--- src/design/illm_pkg.sv ---
`timescale 1ns / 1ps
// Shared types, constants and helpers for the indexed linked list manager.
// Depends on nothing; imported by the controller, the datapath and the top level.
package illm_pkg;

  localparam int unsigned MaxItems = 256;
  localparam int unsigned ItemW    = 9;
  localparam int unsigned IdxW     = $clog2(MaxItems);
  localparam int unsigned CntW     = ItemW;

  typedef enum logic [2:0] {
    MODE_PUSH_FRONT = 3'd0,
    MODE_APPEND     = 3'd1,
    MODE_GET_NTH    = 3'd2,
    MODE_TRUNCATE   = 3'd3,
    MODE_SUCCESSOR  = 3'd4,
    MODE_MEMBER     = 3'd5,
    MODE_TAIL       = 3'd6,
    MODE_CLEAR      = 3'd7
  } mode_e;

  typedef enum logic [1:0] {
    ST_OK         = 2'd0,
    ST_LISTED     = 2'd1,
    ST_NOT_LISTED = 2'd2,
    ST_RANGE      = 2'd3
  } status_e;

  typedef enum logic [2:0] {
    MEM_NONE,
    MEM_PUSH,
    MEM_APPEND,
    MEM_LINK,
    MEM_RD_OPND,
    MEM_RD_HEAD,
    MEM_RD_CUR
  } mem_op_e;

  typedef enum logic [2:0] {
    WALK_NONE,
    WALK_INIT_GET,
    WALK_INIT_TRUNC,
    WALK_STEP_CUR,
    WALK_STEP_HEAD
  } walk_op_e;

  typedef enum logic [1:0] {
    RES_ZERO,
    RES_RDATA,
    RES_CUR,
    RES_TAIL
  } res_src_e;

  typedef enum logic [3:0] {
    S_IDLE,
    S_EXEC,
    S_APPEND_FIN,
    S_SUCC_WAIT,
    S_GET_CHK,
    S_GET_WAIT,
    S_TRUNC_CHK,
    S_TRUNC_WAIT,
    S_DONE
  } ctrl_state_e;

  typedef struct packed {
    logic [2:0]       mode;
    logic [ItemW-1:0] operand_value;
  } req_t;

  typedef struct packed {
    logic [ItemW-1:0] result_item;
    logic             is_member;
    logic [1:0]       status;
  } rsp_t;

  typedef struct packed {
    logic     ld_in;
    mem_op_e  mem_op;
    walk_op_e walk_op;
    logic     clear_all;
    logic     res_ld;
    res_src_e res_src;
    logic     res_mem;
    status_e  res_st;
    logic     out_ld;
  } cmd_t;

  typedef struct packed {
    mode_e mode;
    logic  in_range;
    logic  listed;
    logic  head_zero;
    logic  cur_zero;
    logic  cnt_done;
  } dp_status_t;

  function automatic logic [IdxW-1:0] item_idx(logic [ItemW-1:0] item);
    logic [ItemW-1:0] dec;
    dec = item - ItemW'(1);
    return dec[IdxW-1:0];
  endfunction

endpackage

--- src/design/illm_ctrl.sv ---
`timescale 1ns / 1ps
// Controller FSM: sequences each transaction and drives datapath commands.
// Depends on illm_pkg.
module illm_ctrl (
  input  logic                   clk_i,
  input  logic                   rst_ni,
  input  logic                   in_valid_i,
  output logic                   in_ready_o,
  output logic                   out_valid_o,
  input  logic                   out_ready_i,
  input  illm_pkg::dp_status_t   dp_status_i,
  output illm_pkg::cmd_t         cmd_o
);
  import illm_pkg::*;

  ctrl_state_e state_q, state_d;
  logic        out_valid_q, out_valid_d;
  logic        walk_end_get, walk_end_trunc;

  assign walk_end_get   = dp_status_i.cnt_done || dp_status_i.cur_zero;
  assign walk_end_trunc = dp_status_i.cnt_done || dp_status_i.head_zero;

  always_comb begin
    state_d = state_q;
    unique case (state_q)
      S_IDLE: begin
        if (in_valid_i) state_d = S_EXEC;
      end
      S_EXEC: begin
        state_d = S_DONE;
        unique case (dp_status_i.mode) inside
          MODE_APPEND: begin
            if (dp_status_i.in_range && !dp_status_i.listed && !dp_status_i.head_zero) begin
              state_d = S_APPEND_FIN;
            end
          end
          MODE_GET_NTH: begin
            if (dp_status_i.in_range) state_d = S_GET_CHK;
          end
          MODE_TRUNCATE: state_d = S_TRUNC_CHK;
          MODE_SUCCESSOR: begin
            if (dp_status_i.in_range && dp_status_i.listed) state_d = S_SUCC_WAIT;
          end
          default: state_d = S_DONE;
        endcase
      end
      S_APPEND_FIN: state_d = S_DONE;
      S_SUCC_WAIT:  state_d = S_DONE;
      S_GET_CHK:    state_d = walk_end_get ? S_DONE : S_GET_WAIT;
      S_GET_WAIT:   state_d = S_GET_CHK;
      S_TRUNC_CHK:  state_d = walk_end_trunc ? S_DONE : S_TRUNC_WAIT;
      S_TRUNC_WAIT: state_d = S_TRUNC_CHK;
      S_DONE: begin
        if (!out_valid_q || out_ready_i) state_d = S_IDLE;
      end
      default: state_d = S_IDLE;
    endcase
  end

  always_comb begin
    cmd_o = '0;
    unique case (state_q)
      S_IDLE: cmd_o.ld_in = in_valid_i;
      S_EXEC: begin
        unique case (dp_status_i.mode) inside
          MODE_PUSH_FRONT, MODE_APPEND: begin
            cmd_o.res_ld = 1'b1;
            if (!dp_status_i.in_range) begin
              cmd_o.res_st = ST_RANGE;
            end else if (dp_status_i.listed) begin
              cmd_o.res_mem = 1'b1;
              cmd_o.res_st  = ST_LISTED;
            end else begin
              cmd_o.res_mem = 1'b1;
              if (dp_status_i.mode == MODE_PUSH_FRONT) begin
                cmd_o.mem_op = MEM_PUSH;
              end else if (dp_status_i.head_zero) begin
                cmd_o.mem_op = MEM_APPEND;
              end else begin
                cmd_o.mem_op = MEM_LINK;
              end
            end
          end
          MODE_GET_NTH: begin
            if (dp_status_i.in_range) begin
              cmd_o.walk_op = WALK_INIT_GET;
            end else begin
              cmd_o.res_ld = 1'b1;
            end
          end
          MODE_TRUNCATE: begin
            cmd_o.walk_op = WALK_INIT_TRUNC;
            cmd_o.res_ld  = 1'b1;
          end
          MODE_SUCCESSOR: begin
            if (!dp_status_i.in_range) begin
              cmd_o.res_ld = 1'b1;
              cmd_o.res_st = ST_RANGE;
            end else if (!dp_status_i.listed) begin
              cmd_o.res_ld = 1'b1;
              cmd_o.res_st = ST_NOT_LISTED;
            end else begin
              cmd_o.mem_op = MEM_RD_OPND;
            end
          end
          MODE_MEMBER: begin
            cmd_o.res_ld = 1'b1;
            if (!dp_status_i.in_range) begin
              cmd_o.res_st = ST_RANGE;
            end else begin
              cmd_o.res_mem = dp_status_i.listed;
            end
          end
          MODE_TAIL: begin
            cmd_o.res_ld  = 1'b1;
            cmd_o.res_src = RES_TAIL;
          end
          default: begin
            cmd_o.clear_all = 1'b1;
            cmd_o.res_ld    = 1'b1;
          end
        endcase
      end
      S_APPEND_FIN: cmd_o.mem_op = MEM_APPEND;
      S_SUCC_WAIT: begin
        cmd_o.res_ld  = 1'b1;
        cmd_o.res_src = RES_RDATA;
        cmd_o.res_mem = 1'b1;
      end
      S_GET_CHK: begin
        if (walk_end_get) begin
          cmd_o.res_ld  = 1'b1;
          cmd_o.res_src = RES_CUR;
        end else begin
          cmd_o.mem_op = MEM_RD_CUR;
        end
      end
      S_GET_WAIT: cmd_o.walk_op = WALK_STEP_CUR;
      S_TRUNC_CHK: begin
        if (!walk_end_trunc) cmd_o.mem_op = MEM_RD_HEAD;
      end
      S_TRUNC_WAIT: cmd_o.walk_op = WALK_STEP_HEAD;
      S_DONE: cmd_o.out_ld = !out_valid_q || out_ready_i;
      default: cmd_o = '0;
    endcase
  end

  always_comb begin
    out_valid_d = out_valid_q;
    if (cmd_o.out_ld) begin
      out_valid_d = 1'b1;
    end else if (out_ready_i) begin
      out_valid_d = 1'b0;
    end
  end

  always_ff @(posedge clk_i or negedge rst_ni) begin
    if (!rst_ni) begin
      state_q     <= S_IDLE;
      out_valid_q <= 1'b0;
    end else begin
      state_q     <= state_d;
      out_valid_q <= out_valid_d;
    end
  end

  assign in_ready_o  = (state_q == S_IDLE);
  assign out_valid_o = out_valid_q;

  a_accept_to_exec: assert property (@(posedge clk_i) disable iff (!rst_ni)
    in_valid_i && in_ready_o |=> state_q == S_EXEC)
    else $error("accepted transaction did not start execution");

  a_valid_rise_from_done: assert property (@(posedge clk_i) disable iff (!rst_ni)
    $rose(out_valid_q) |-> $past(state_q == S_DONE))
    else $error("result valid raised outside completion");

  a_done_free_slot: assert property (@(posedge clk_i) disable iff (!rst_ni)
    state_q == S_DONE && !out_valid_q |=> state_q == S_IDLE && out_valid_q)
    else $error("result not delivered into a free output slot");

endmodule

--- src/design/illm_datapath.sv ---
`timescale 1ns / 1ps
// Datapath: successor memory, listed flags, head/tail, walk registers, result regs.
// Depends on illm_pkg; driven by illm_ctrl commands.
module illm_datapath (
  input  logic                  clk_i,
  input  logic                  rst_ni,
  input  illm_pkg::req_t        in_data_i,
  input  illm_pkg::cmd_t        cmd_i,
  output illm_pkg::dp_status_t  dp_status_o,
  output illm_pkg::rsp_t        out_data_o
);
  import illm_pkg::*;

  logic [ItemW-1:0]    succ_mem [MaxItems];
  logic [ItemW-1:0]    rdata_q;

  logic [2:0]          mode_q;
  logic [ItemW-1:0]    opnd_q;
  logic [ItemW-1:0]    head_q, head_d;
  logic [ItemW-1:0]    tail_q, tail_d;
  logic [MaxItems-1:0] flags_q, flags_d;
  logic [ItemW-1:0]    cur_q, cur_d;
  logic [CntW-1:0]     cnt_q, cnt_d;
  rsp_t                pend_q, out_q;

  logic                wr_en, rd_en;
  logic [IdxW-1:0]     wr_addr, rd_addr;
  logic [ItemW-1:0]    wr_data;
  logic [IdxW-1:0]     opnd_idx, head_idx;

  assign opnd_idx = item_idx(opnd_q);
  assign head_idx = item_idx(head_q);

  always_comb begin
    wr_en   = 1'b0;
    wr_addr = opnd_idx;
    wr_data = '0;
    rd_en   = 1'b0;
    rd_addr = opnd_idx;
    unique case (cmd_i.mem_op)
      MEM_PUSH: begin
        wr_en   = 1'b1;
        wr_data = head_q;
      end
      MEM_APPEND: wr_en = 1'b1;
      MEM_LINK: begin
        wr_en   = 1'b1;
        wr_addr = item_idx(tail_q);
        wr_data = opnd_q;
      end
      MEM_RD_OPND: rd_en = 1'b1;
      MEM_RD_HEAD: begin
        rd_en   = 1'b1;
        rd_addr = head_idx;
      end
      MEM_RD_CUR: begin
        rd_en   = 1'b1;
        rd_addr = item_idx(cur_q);
      end
      default: wr_en = 1'b0;
    endcase
  end

  always_ff @(posedge clk_i) begin
    if (wr_en) succ_mem[wr_addr] <= wr_data;
    if (rd_en) rdata_q <= succ_mem[rd_addr];
  end

  always_comb begin
    head_d  = head_q;
    tail_d  = tail_q;
    flags_d = flags_q;
    if (cmd_i.clear_all) begin
      head_d  = '0;
      tail_d  = '0;
      flags_d = '0;
    end
    case (cmd_i.mem_op)
      MEM_PUSH: begin
        head_d            = opnd_q;
        flags_d[opnd_idx] = 1'b1;
        if (head_q == '0) tail_d = opnd_q;
      end
      MEM_APPEND: begin
        tail_d            = opnd_q;
        flags_d[opnd_idx] = 1'b1;
        if (head_q == '0) head_d = opnd_q;
      end
      MEM_RD_HEAD: flags_d[head_idx] = 1'b0;
      default: ;
    endcase
    if (cmd_i.walk_op == WALK_STEP_HEAD) begin
      head_d = rdata_q;
      if (rdata_q == '0) tail_d = '0;
    end
  end

  always_comb begin
    cur_d = cur_q;
    cnt_d = cnt_q;
    case (cmd_i.walk_op)
      WALK_INIT_GET: begin
        cur_d = head_q;
        cnt_d = CntW'(1);
      end
      WALK_INIT_TRUNC: cnt_d = '0;
      WALK_STEP_CUR: begin
        cur_d = rdata_q;
        cnt_d = cnt_q + CntW'(1);
      end
      WALK_STEP_HEAD: cnt_d = cnt_q + CntW'(1);
      default: ;
    endcase
  end

  always_ff @(posedge clk_i or negedge rst_ni) begin
    if (!rst_ni) begin
      head_q  <= '0;
      tail_q  <= '0;
      flags_q <= '0;
    end else begin
      head_q  <= head_d;
      tail_q  <= tail_d;
      flags_q <= flags_d;
    end
  end

  always_ff @(posedge clk_i) begin
    cur_q <= cur_d;
    cnt_q <= cnt_d;
    if (cmd_i.ld_in) begin
      mode_q <= in_data_i.mode;
      opnd_q <= in_data_i.operand_value;
    end
    if (cmd_i.res_ld) begin
      case (cmd_i.res_src)
        RES_RDATA: pend_q.result_item <= rdata_q;
        RES_CUR:   pend_q.result_item <= cur_q;
        RES_TAIL:  pend_q.result_item <= tail_q;
        default:   pend_q.result_item <= '0;
      endcase
      pend_q.is_member <= cmd_i.res_mem;
      pend_q.status    <= cmd_i.res_st;
    end
    if (cmd_i.out_ld) out_q <= pend_q;
  end

  assign dp_status_o.mode      = mode_e'(mode_q);
  assign dp_status_o.in_range  = (opnd_q != '0) && (opnd_q <= ItemW'(MaxItems));
  assign dp_status_o.listed    = flags_q[opnd_idx];
  assign dp_status_o.head_zero = (head_q == '0);
  assign dp_status_o.cur_zero  = (cur_q == '0);
  assign dp_status_o.cnt_done  = (cnt_q >= opnd_q);

  assign out_data_o = out_q;

  a_head_tail_empty: assert property (@(posedge clk_i) disable iff (!rst_ni)
    (head_q == '0) == (tail_q == '0))
    else $error("head and tail disagree on empty list");

  a_step_after_read: assert property (@(posedge clk_i) disable iff (!rst_ni)
    cmd_i.walk_op == WALK_STEP_HEAD || cmd_i.walk_op == WALK_STEP_CUR |->
      $past(cmd_i.mem_op == MEM_RD_HEAD || cmd_i.mem_op == MEM_RD_CUR))
    else $error("walk step without a preceding successor read");

  a_no_read_of_none: assert property (@(posedge clk_i) disable iff (!rst_ni)
    cmd_i.mem_op == MEM_RD_CUR |-> cur_q != '0)
    else $error("successor read of item none");

endmodule

--- src/design/indexed_linked_list_manager_core.sv ---
`timescale 1ns / 1ps
// Indexed linked list manager: ordered list of distinct items 1..256 kept in a
// successor memory with head/tail registers and per-item listed flags.
// Usage:
//   Input channel in_valid_i/in_ready_o carries one request transaction
//   (mode, operand_value); output channel out_valid_o/out_ready_i returns
//   exactly one response transaction (result_item, is_member, status) per request.
//   One request is in flight at a time. From acceptance, push_front, member, tail,
//   clear, get_nth at position 0 or above 256, and errors go from execution
//   straight to completion; append to a non-empty list adds a finishing state
//   and successor a wait for the read; other get_nth and truncate walk links
//   through their check and wait states. The block returns to idle as the
//   response is registered and takes the next request from there.
//   Each walked link takes a read and then a step, since the successor
//   memory returns registered read data.
//   The response sits in an output register; a new request is accepted while it
//   waits. A stalled receiver holds the finished result of the following
//   request inside the block and keeps in_ready_o low until the slot frees.
//   Reset empties the list at once (flags in flip-flops); the successor memory
//   is not cleared and needs no clearing pass.
module indexed_linked_list_manager_core (
  input  logic           clk_i,
  input  logic           rst_ni,
  input  logic           in_valid_i,
  output logic           in_ready_o,
  input  illm_pkg::req_t in_data_i,
  output logic           out_valid_o,
  input  logic           out_ready_i,
  output illm_pkg::rsp_t out_data_o
);
  import illm_pkg::*;

  cmd_t       cmd;
  dp_status_t dp_status;

  illm_ctrl u_ctrl (
    .clk_i       (clk_i),
    .rst_ni      (rst_ni),
    .in_valid_i  (in_valid_i),
    .in_ready_o  (in_ready_o),
    .out_valid_o (out_valid_o),
    .out_ready_i (out_ready_i),
    .dp_status_i (dp_status),
    .cmd_o       (cmd)
  );

  illm_datapath u_datapath (
    .clk_i       (clk_i),
    .rst_ni      (rst_ni),
    .in_data_i   (in_data_i),
    .cmd_i       (cmd),
    .dp_status_o (dp_status),
    .out_data_o  (out_data_o)
  );

endmodule
--- config.mk ---
export PLATFORM = sky130hd
export DESIGN_NAME = indexed_linked_list_manager_core
export DESIGN_NICKNAME = d
export VERILOG_FILES = /design/src/design/illm_pkg.sv /design/src/design/illm_ctrl.sv /design/src/design/illm_datapath.sv /design/src/design/indexed_linked_list_manager_core.sv
export SDC_FILE = /design/constraint.sdc
export NUM_CORES = 2
export LEC_CHECK = 0
export ABC_AREA = 0
export BUFFER_PORTS_ARGS = -buffer_cell sky130_fd_sc_hd__buf_2
export CORE_MARGIN = 1.5
export CORE_UTILIZATION = 63
export DETAILED_ROUTE_END_ITERATION = 12
export GPL_ROUTABILITY_DRIVEN = 0
export PLACE_DENSITY_LB_ADDON = 0.2
export SLEW_MARGIN = 20
export SYNTH_ARGS = -nofsm -noshare
export SYNTH_HDL_FRONTEND = slang
export SYNTH_SLANG_ARGS = --single-unit
export TNS_END_PERCENT = 5
--- constraint.sdc ---
create_clock -name clk_i -period 19.6 [get_ports clk_i]
set_clock_uncertainty 0.1 [all_clocks]
set_input_delay 0.98 -clock clk_i [delete_from_list [all_inputs] [get_ports clk_i]]
set_output_delay 0.98 -clock clk_i [all_outputs]
set_load 0.1 [all_outputs]
==> out/qor.csv <==
metric,value,unit
status,"finished, final reports clean",
drt first pass iters,6,
post-synthesis simple-gate area fraction,7.84,%
"CP delay by family, top",buffers and inverters,
area delta synth->final,9.48,%
share of the synthesized area in the top cell type,64.6,%
Core Rows,153,
hold_ws,0.172,ns
RSZ-0062 raised after global routing,false,
total wire length,302,mm
post-synthesis sequential area ratio,70.9,%
vias in the first global route,66700,
sequence of cells on the critical path,"buf_4, clkinv_1, ha_4, buf_4, mux4_2, nand3_1, a211oi_1, or4_1, a211o_1, nor3_1, a31o_2, o2111a_2, a22o_4, buf_4, buf_4",
"Clk pin slew, worst setup/hold paths",0.06,ns
initial antenna violation count,14,
setup_tns,0,ns
number of flops mapped to enable cells by yosys,2367,
Syn Nets,7408,
Tot GR Track Use,33.8,%
synth warn,0,
Worst EP required,20.09,ns
Final Hold Viols,0,
vias per cell,7.05,
synthesized area,110000,sq um
"Setup violations, final",0,
post-synthesis mux area share,7.75,%
Worst path max stage delay,0.95,ns
drt wl/cell,30.9,um
Slew @ Worst Pin,1.28,ns
main combinational cell family by area after synthesis,compound AO/OA/AOI/OAI gates,
ys async rst share,10.5,%
Flop pwr share,38.0,%
worst hold path class,input port to flop,
Synth Area in Compound Gates,10.2,%
nature of the critical path endpoint,flop,
P_int,0.0107,W
Max clock buf depth,4,
fin crit share,44.5,%
H-tree depth,5,
Crit Path Class,flop to flop,
most common cell in the netlist,edfxtp_1,
HPWL Detailed,174,mm
"Top FF cell, synth",edfxtp_1,
area occupied by registers,78100,sq um
Synth Area in XOR/XNOR,0.279,%
final slew viol count,0,
nets,7269,
Die Ht,421,um
logic gate share of total power,31.8,%
"FF+latch count, synth",2646,
clock sink count,2646,
die area,177000,sq um
Final ANT Viol Nets,0,
slowest CP cell,o2111a_2,
Fillers,11200,
core area,174000,sq um
Initial Util,63.4,%
pwr/cell area,139,nW/um^2
Port Buffer Count,29,
CTS tree,yes,
Switch Pwr,0.00607,W
CTS root buffer,clkbuf_16,
Syn Area/Cell,14.9,sq um
Mapped Cells,7370,
adder-cell share of the synthesized area,0.250,%
Rel. slew slack,14.4,%
Worst Setup Start Kind,flop,
Ports,30,
Die X,421,um
Fmax achieved,115,MHz
Crit Path Max Fanout,83,
final worst slack,10.88,ns
total number of vias,68800,
"IR drop worst, VDD",135,uV
"top cells by area, synth","edfxtp_1, dfrtp_1, mux4_2, nand2_1, a32oi_1",
cts bufs inserted,282,
CP Buf/Inv Count,5,
crit path time final,8.72,ns
Critical Path Most Common Cell,buf_4,
GRT Residual Overflow,0,
share of cells above drive strength 1,12.5,%
static leakage,43.7,nW
switch share,36.2,%
max_cap viols,0,
DRC errors left,0,
initial detailed-routing violation count,11000,
clock share of power,30.3,%
first-pass GRT wire length,444,mm
Skew-Pair Late Insertion Delay,0.92,ns
Netlist cell types,90,
"Arr. time, crit path",9.21,ns
area of the multi-input gates,29400,sq um
dominant cell type by area after synthesis,edfxtp_1,
Setup WS pre-CTS,11.15,ns
largest net degree at the start of global routing,261,
"top cells by count, synth","edfxtp_1, nand2_1, nor2_1",
## flip-flops by register name, summed over array words and instances, names as in the netlist
signal	flops
u_ctrl.out_valid_o	1
u_ctrl.state_q	4
u_datapath.cnt_q	9
u_datapath.cur_q	9
u_datapath.flags_q	256
u_datapath.head_q	9
u_datapath.mode_q	3
u_datapath.opnd_q	9
u_datapath.out_data_o	12
u_datapath.pend_q	12
u_datapath.rdata_q	9
u_datapath.succ_mem	2304
u_datapath.tail_q	9
## cell usage in the layout (no fill, tap or decap), types with 65 or more instances in the layout
cell type,count
dfrtp_1,279
a31oi_1,134
mux2i_1,220
nor3_1,85
buf_4,128
mux4_2,277
clkbuf_16,289
edfxtp_1,2367
nor2_1,429
a32oi_1,267
clkbuf_1,65
a211oi_1,288
nand2_1,836
and3_1,226
nand3_1,182
o21ai_0,108
a21oi_1,426
## cells by family after synthesis
| logic type | Yosys count |
|---|---|
| AOI/OAI and AO/OA | 1611 |
| and+or+nand+nor | 1924 |
| xor gates and xnor gates | 35 |
| muxes | 505 |
| adders and majority gates | 22 |
| DFF | 2646 |
| buffers and inverters | 627 |
## routing by layer
metal	part of all wire, %	global-route usage, %
met3	12	7.88
met2	46	50.4
met5	0.050	0
met4	5.0	15.5
met1	37	47.8
## worst reg2reg max path, stage by stage (launching register included)
cell and delay (ns):
edfxtp_1 0.32, buf_4 0.54, clkinv_1 0.65, ha_4 0.61
buf_4 0.76, mux4_2 0.50, nand3_1 0.11, a211oi_1 0.08
or4_1 0.53, a211o_1 0.33, nor3_1 0.21, a31o_2 0.38
o2111a_2 0.96, a22o_4 0.59, buf_4 0.78, buf_4 0.91
## cell type report
type / count / share of cell area, %
Sequential cell: 2646 / 64.8
Multi-Input combinational cell: 4097 / 24.4
Clock buffer: 360 / 6.27
Tap cell: 2325 / 2.41
Timing Repair Buffer: 172 / 1.14
Clock inverter: 121 / 0.860
Inverter: 32 / 0.0997
Antenna cell: 9 / 0.0187
## repair_timing
action	in CTS	in global routing
endpoints found under the hold margin	53	0
gates resized for setup	0	0
setup buffers	0	0
hold buffers	1	0
## through the flow
| stage | instance area (sq um) | util, % | instances | total power [W] |
|---|---|---|---|---|
| floorplan | 110000 | - | 7370 | 0.00990 |
| global placement | 112000 | 64.3 | 9262 | 0.0115 |
| detailed placement | 112000 | 64.3 | 9267 | 0.0116 |
| CTS | 120000 | 69.3 | 9749 | 0.0166 |
| global route | 120000 | 69.4 | 9753 | 0.0172 |
| finish | 120000 | 69.4 | 9762 | 0.0168 |
## power by group through the flow
stage / Combinational [W] / Sequential (W) / Clock (W)
global route: 0.00553 / 0.00637 / 0.00532
floorplan: 0.00343 / 0.00648 / 0
global placement: 0.00506 / 0.00647 / 0
finish: 0.00532 / 0.00637 / 0.00507
detailed placement: 0.00513 / 0.00647 / 0
CTS: 0.00516 / 0.00636 / 0.00510
## worst paths after layout
path	startpoint	slack (ns)	end	cells after the start
worst max-delay path	u_datapath.opnd_q[0]	10.88	u_datapath.succ_mem[70][5]	15
worst min-delay path	in_data_i[8]	0.17	u_datapath.opnd_q[8]	1
worst max register to register	u_datapath.opnd_q[0]	10.88	u_datapath.succ_mem[70][5]	15
worst min register to register	u_datapath.pend_q[3]	0.32	u_datapath.out_data_o[3]	0
max in group asynchronous	rst_ni	17.29	u_datapath.flags_q[169]	4
min in group asynchronous	rst_ni	0.52	u_datapath.flags_q[116]	2
Power figures use the tool's default switching activity.
